--- config.mk ---
export PLATFORM = sky130hd
export DESIGN_NAME = sccc_front
export DESIGN_NICKNAME = d
export VERILOG_FILES = /design/src/hdl/sccc_pkg.sv /design/src/hdl/sccc_front.sv
export SDC_FILE = /design/constraint.sdc
export NUM_CORES = 1
export LEC_CHECK = 0
export ABC_CLOCK_PERIOD_IN_PS = 3700
export BUFFER_PORTS_ARGS = -buffer_cell sky130_fd_sc_hd__buf_2
export CORE_UTILIZATION = 60
export DETAILED_ROUTE_END_ITERATION = 10
export MAX_ROUTING_LAYER = met4
export PLACE_DENSITY = 0.82
export SLEW_MARGIN = 10
export SYNTH_ARGS = -nofsm -noshare
export SYNTH_HDL_FRONTEND = slang
export SYNTH_SLANG_ARGS = --single-unit
export TNS_END_PERCENT = 10
--- constraint.sdc ---
create_clock -name clk -period 3.7 [get_ports clk]
set_input_delay 0.37 -clock clk [delete_from_list [all_inputs] [get_ports clk]]
set_output_delay 0.37 -clock clk [all_outputs]
set_load 0.02 [all_outputs]
--- src/hdl/sccc_pkg.sv ---
// Shared types, constants and lookup functions of the sequence composition counter.
package sccc_pkg;

  localparam int SEQ_W    = 32;
  localparam int TOT_W    = 40;
  localparam int CNT_W    = (SEQ_W > TOT_W) ? SEQ_W : TOT_W;
  localparam int NSLOT    = 22;
  localparam int SLOT_W   = 5;
  localparam int NUC_ROWS = 6;
  localparam int PCT_W    = 14;
  localparam int OUT_W    = 40;
  localparam int SEEN_W   = 32;
  localparam int Q_DEPTH  = 4;
  localparam int QPTR_W   = 2;
  localparam int STEP_W   = 4;

  localparam logic [PCT_W-1:0]  PCT_SCALE = 14'd10000;
  localparam logic [SLOT_W-1:0] SLOT_X    = 5'd19;
  localparam logic [SLOT_W-1:0] SLOT_N    = 5'd4;
  localparam logic [SLOT_W-1:0] SLOT_C    = 5'd1;
  localparam logic [SLOT_W-1:0] SLOT_G    = 5'd2;
  localparam logic [SLOT_W-1:0] ROW_GC    = 5'd6;
  localparam logic [SLOT_W-1:0] ROW_PLAST = 5'd21;

  typedef enum logic [1:0] {
    K_SYM     = 2'd0,
    K_SEQ_END = 2'd1,
    K_ALL_END = 2'd2,
    K_UNUSED  = 2'd3
  } kind_t;

  typedef struct packed {
    kind_t             kind;
    logic [SLOT_W-1:0] slot;
  } item_t;

  typedef struct packed {
    logic  valid;
    item_t item;
  } q_head_t;

  typedef enum logic [1:0] {
    B_IDLE = 2'd0,
    B_MUL  = 2'd1,
    B_DIV  = 2'd2,
    B_EMIT = 2'd3
  } bstate_t;

  localparam logic [7:0] PROT_ALPHA [NSLOT] = '{
    8'h41, 8'h43, 8'h44, 8'h45, 8'h46, 8'h47, 8'h48, 8'h49, 8'h4B, 8'h4C, 8'h4D,
    8'h4E, 8'h50, 8'h51, 8'h52, 8'h53, 8'h54, 8'h56, 8'h57, 8'h58, 8'h59, 8'h2A
  };
  localparam logic [7:0] NUC_ALPHA [NUC_ROWS] = '{
    8'h41, 8'h43, 8'h47, 8'h54, 8'h4E, 8'h2D
  };

  function automatic logic [SLOT_W-1:0] slot_of(input logic prot, input logic [7:0] ch);
    logic [7:0]        up;
    logic [SLOT_W-1:0] s;
    up = ch;
    if (ch >= 8'h61 && ch <= 8'h7A) up = ch - 8'h20;
    if (prot) begin
      s = SLOT_X;
      for (int i = 0; i < NSLOT; i++) begin
        if (PROT_ALPHA[i] == up) s = SLOT_W'(i);
      end
    end else begin
      s = SLOT_N;
      for (int i = 0; i < NUC_ROWS; i++) begin
        if (NUC_ALPHA[i] == up) s = SLOT_W'(i);
      end
    end
    return s;
  endfunction

  function automatic logic [7:0] row_code(input logic prot, input logic [SLOT_W-1:0] row);
    logic [7:0] c;
    c = 8'h00;
    if (prot) begin
      if (row < SLOT_W'(NSLOT)) c = PROT_ALPHA[row];
    end else begin
      if (row < SLOT_W'(NUC_ROWS)) c = NUC_ALPHA[row[2:0]];
    end
    return c;
  endfunction

endpackage

--- src/hdl/sccc_front.sv ---
// Front end: classifies incoming items into alphabet slots and queues them.
module sccc_front (
  input  logic             clk,
  input  logic             rst_n,
  input  logic             push,
  output logic             full,
  input  logic [1:0]       in_kind,
  input  logic [7:0]       in_symbol,
  input  logic             prot_mode,
  input  logic             deq,
  output sccc_pkg::q_head_t head
);
  import sccc_pkg::*;

  item_t              mem_r [Q_DEPTH];
  logic [QPTR_W-1:0]  wr_ptr_r, wr_ptr_nxt, rd_ptr_r, rd_ptr_nxt;
  logic [QPTR_W:0]    fill_r, fill_nxt;
  logic               enq, do_deq;
  item_t              new_item;

  assign full   = (fill_r == (QPTR_W+1)'(Q_DEPTH));
  assign do_deq = deq && (fill_r != '0);
  // The unused kind is accepted but never enters the queue.
  assign enq    = push && !full && (kind_t'(in_kind) != K_UNUSED);

  always_comb begin
    new_item.kind = kind_t'(in_kind);
    new_item.slot = slot_of(prot_mode, in_symbol);
    wr_ptr_nxt    = enq ? wr_ptr_r + 1'b1 : wr_ptr_r;
    rd_ptr_nxt    = do_deq ? rd_ptr_r + 1'b1 : rd_ptr_r;
    fill_nxt      = fill_r + (QPTR_W+1)'(enq) - (QPTR_W+1)'(do_deq);
  end

  always_ff @(posedge clk) begin
    if (!rst_n) begin
      wr_ptr_r <= '0;
      rd_ptr_r <= '0;
      fill_r   <= '0;
    end else begin
      wr_ptr_r <= wr_ptr_nxt;
      rd_ptr_r <= rd_ptr_nxt;
      fill_r   <= fill_nxt;
    end
  end

  always_ff @(posedge clk) begin
    if (enq) mem_r[wr_ptr_r] <= new_item;
  end

  assign head.valid = (fill_r != '0);
  assign head.item  = mem_r[rd_ptr_r];

endmodule

==> qor.yml <==
htree_levels: 2
seqCellArea_sq_mm: 0.00102
pwr_density_cell_mw_per_mm2: 523
dieArea_sq_mm: 0.00344
core_sq_mm: 0.00305
tightestPinTransition_ns: 0.472
synth_top_area_frac: 0.436
hold_ws_ns: 0.292
maxSlewHeadroom: 0.685
setup_viol: 0
wl_met2_mm: 1.66
critPathMaxStageDelay_ns: 0.44
min_from: "in_kind[1]"
ir_drop_v: 0.000199
io_buffers: 23
drc: 0
ys_ff_latch: 37
syn_inst: 151
wl_per_cell_um: 14.7
initial_core_util: 0.631
postCtsSetupRepairBufs: 0
first_iter_violations: 39
critPathTopFamily: "adder cells"
fp.dieH_um: 58.7
reg2reg_to: "fill_r[2]"
endpoint_kind: "flop"
io_pins: 24
cts_tree: "done"
via_per_inst: 5.57
critPathKind: "flop to flop"
rsz0062_at_grt: "no"
cts_sinks: 37
netlist_top_cells_area: "edfxtp_1 (44%), dfxtp_1 (9.4%), mux4_2 (8.2%)"
grt_max_degree: 19
max_cap_viol_count: 0
routed_wl_mm: 3.20
ant_nets: 0
syn_nets: 174
yosysMostFrequentCell: "edfxtp_1"
r2r_cells: 11
holdBufCountCts: 0
critPathMaxFanout: 7
yosysWarnings: 0
path_cells: "nor3b_1 -> nor2_1 -> inv_1 -> ha_1 -> inv_1 -> ha_1 -> inv_1 -> fa_1 -> xnor2_1 -> xnor2_1 -> and2_1"
nets: 196
hpwl_mm: 2.34
netlist_area_sq_mm: 0.00193
fill_cells: 240
path_clk_slew_ns: 0.11
antenna_found_initial: 0
setup_tns_ns: 0
fp.dieW_um: 58.7
vias: 1215
r2r_slack_ns: 1.29
top_layer_used: "met4"
holdCritPathClass: "input port to flop"
ys_types: 43
grt_pass1_wl_mm: 5.24
routed-wl-met3_um: 84
area_delta_synth_final_pct: 9.42
post-route-period-util: 0.652
fin_skew_ns: 0.0125
synth-edff-count: 28
crit_top_cell: "inv_1"
multi_input_area_sq_um: 838
syn_area_per_cell_sq_um: 12.8
grt_use_total: 0.214
diodes: 0
cts_resized: 0
maxSlewViolCount: 0
status: "completed"
fin_crit_ns: 2.41
synth_flop_cell: "edfxtp_1"
r2r_start: "fill_r[1]"
clock_path_buffers: 2
place.gp.congestion: 0.859
synth_common_cells: "edfxtp_1 (28), and2_1 (11), dfxtp_1 (9), nand2_1 (9), nor2_1 (8)"
path_buf_inv: 3
fmax_mhz: 414
cp-start-kind: "flop"
root_buffer: "clkbuf_4"
firstDrtPassIters: 4
post-route-util: 0.691
crit_slowest_cell: "dfxtp_1"
yosysSeqAreaShare: 0.530
cp.arrival_ns: 2.63
grt_overflow: 0
worstHoldEndpoint: "mem_r[1][6]"
synth_top_cell_by_area: "edfxtp_1"
clock_latency_ns: 0.32
async_flop_share: 0
hold_viol: 0
p_leak_nw: 0.792
drive_gt1_frac: 0.241
required_ns: 3.92
met1_length_mm: 1.44
row_count: 20
min_path_cells: 1
cts_buffers: 5
grt_pass1_vias: 1137
-- how the worst max path moves through the flow --
stage | cells after the start | start | to | slack [ns]
after floorplan | 11 | fill_r[1] | fill_r[2] | 1.11
after global placement | 13 | in_kind[0] | fill_r[2] | 1.31
after detailed placement | 13 | in_kind[0] | fill_r[2] | 1.24
after CTS | 11 | fill_r[1] | fill_r[2] | 1.28
after global routing | 11 | fill_r[1] | fill_r[2] | 1.07
final | 11 | fill_r[1] | fill_r[2] | 1.29
-- logic make-up after synthesis --
kind of cell | count (synthesis) | synth area share
adders and majority gates | 8 | 0.0558
xor gates and xnor gates | 6 | 0.0273
buffers and inverters | 16 | 0.0351
DFF | 37 | 0.530
AOI/OAI and AO/OA | 27 | 0.114
muxes | 12 | 0.108
and+or+nand+nor | 45 | 0.129
-- per-stage QoR --
stage / cells / total power (W) / cell area [sq um] / worst slack (ns)
floorplan: 151 / 0.000828 / 1930 / 1.11
global placement: 210 / 0.000906 / 2060 / 1.31
global route: 218 / 0.00117 / 2110 / 1.07
CTS: 218 / 0.00111 / 2110 / 1.28
detailed placement: 210 / 0.000927 / 2060 / 1.24
finish: 218 / 0.00110 / 2110 / 1.29
-- report_power, final --
group	total, W	switching (W)	internal (W)	leakage, nW
sequential	0.000551	0.0000477	0.000503	0.331
combinational	0.000362	0.000191	0.000172	0.434
clock	0.000189	0.000116	0.0000731	0.0269
-- cell type report --
type,count,area share
Sequential cell,37,0.484
Multi-Input combinational cell,98,0.398
Timing Repair Buffer,23,0.0546
Tap cell,44,0.0261
Clock buffer,7,0.0214
Inverter,8,0.0142
Clock inverter,1,0.00178
-- state kept, by name, indices dropped and copies added (netlist names), named ones only --
| signal | count |
|---|---|
| mem_r | 28 |
| rd_ptr_r | 2 |
| fill_r | 3 |
| wr_ptr_r | 2 |
-- metal layers --
layer | up-vias | track usage
met2 | 26 | 0.346
met4 | 0 | 0.0714
met3 | 2 | 0.0462
met1 | 583 | 0.270
li1 | 604 | -
met5 | - | -
-- worst reg2reg max path, cell delays in order (launching register included) --
cell     delay, ns
dfxtp_1       0.44
nor3b_1       0.11
nor2_1        0.36
inv_1         0.09
ha_1          0.29
inv_1         0.06
ha_1          0.13
inv_1         0.04
fa_1          0.37
xnor2_1       0.15
xnor2_1       0.12
and2_1        0.16
-- cells in the final DEF, fill, tap and decap left out, types with 4 or more instances in the layout --
| master | Yosys | final |
|---|---|---|
| mux4_2 | 7 | 7 |
| ha_1 | 7 | 7 |
| nand2_1 | 9 | 9 |
| o21ai_0 | 7 | 7 |
| edfxtp_1 | 28 | 28 |
| mux2i_1 | 4 | 4 |
| nor2b_1 | 4 | 4 |
| buf_2 | 0 | 23 |
| and2_1 | 11 | 11 |
| dfxtp_1 | 9 | 9 |
| nor2_1 | 8 | 8 |
| inv_1 | 7 | 7 |
| xnor2_1 | 5 | 5 |
| clkbuf_4 | 0 | 5 |
| a21oi_1 | 4 | 4 |
Power figures use the tool's default switching activity.
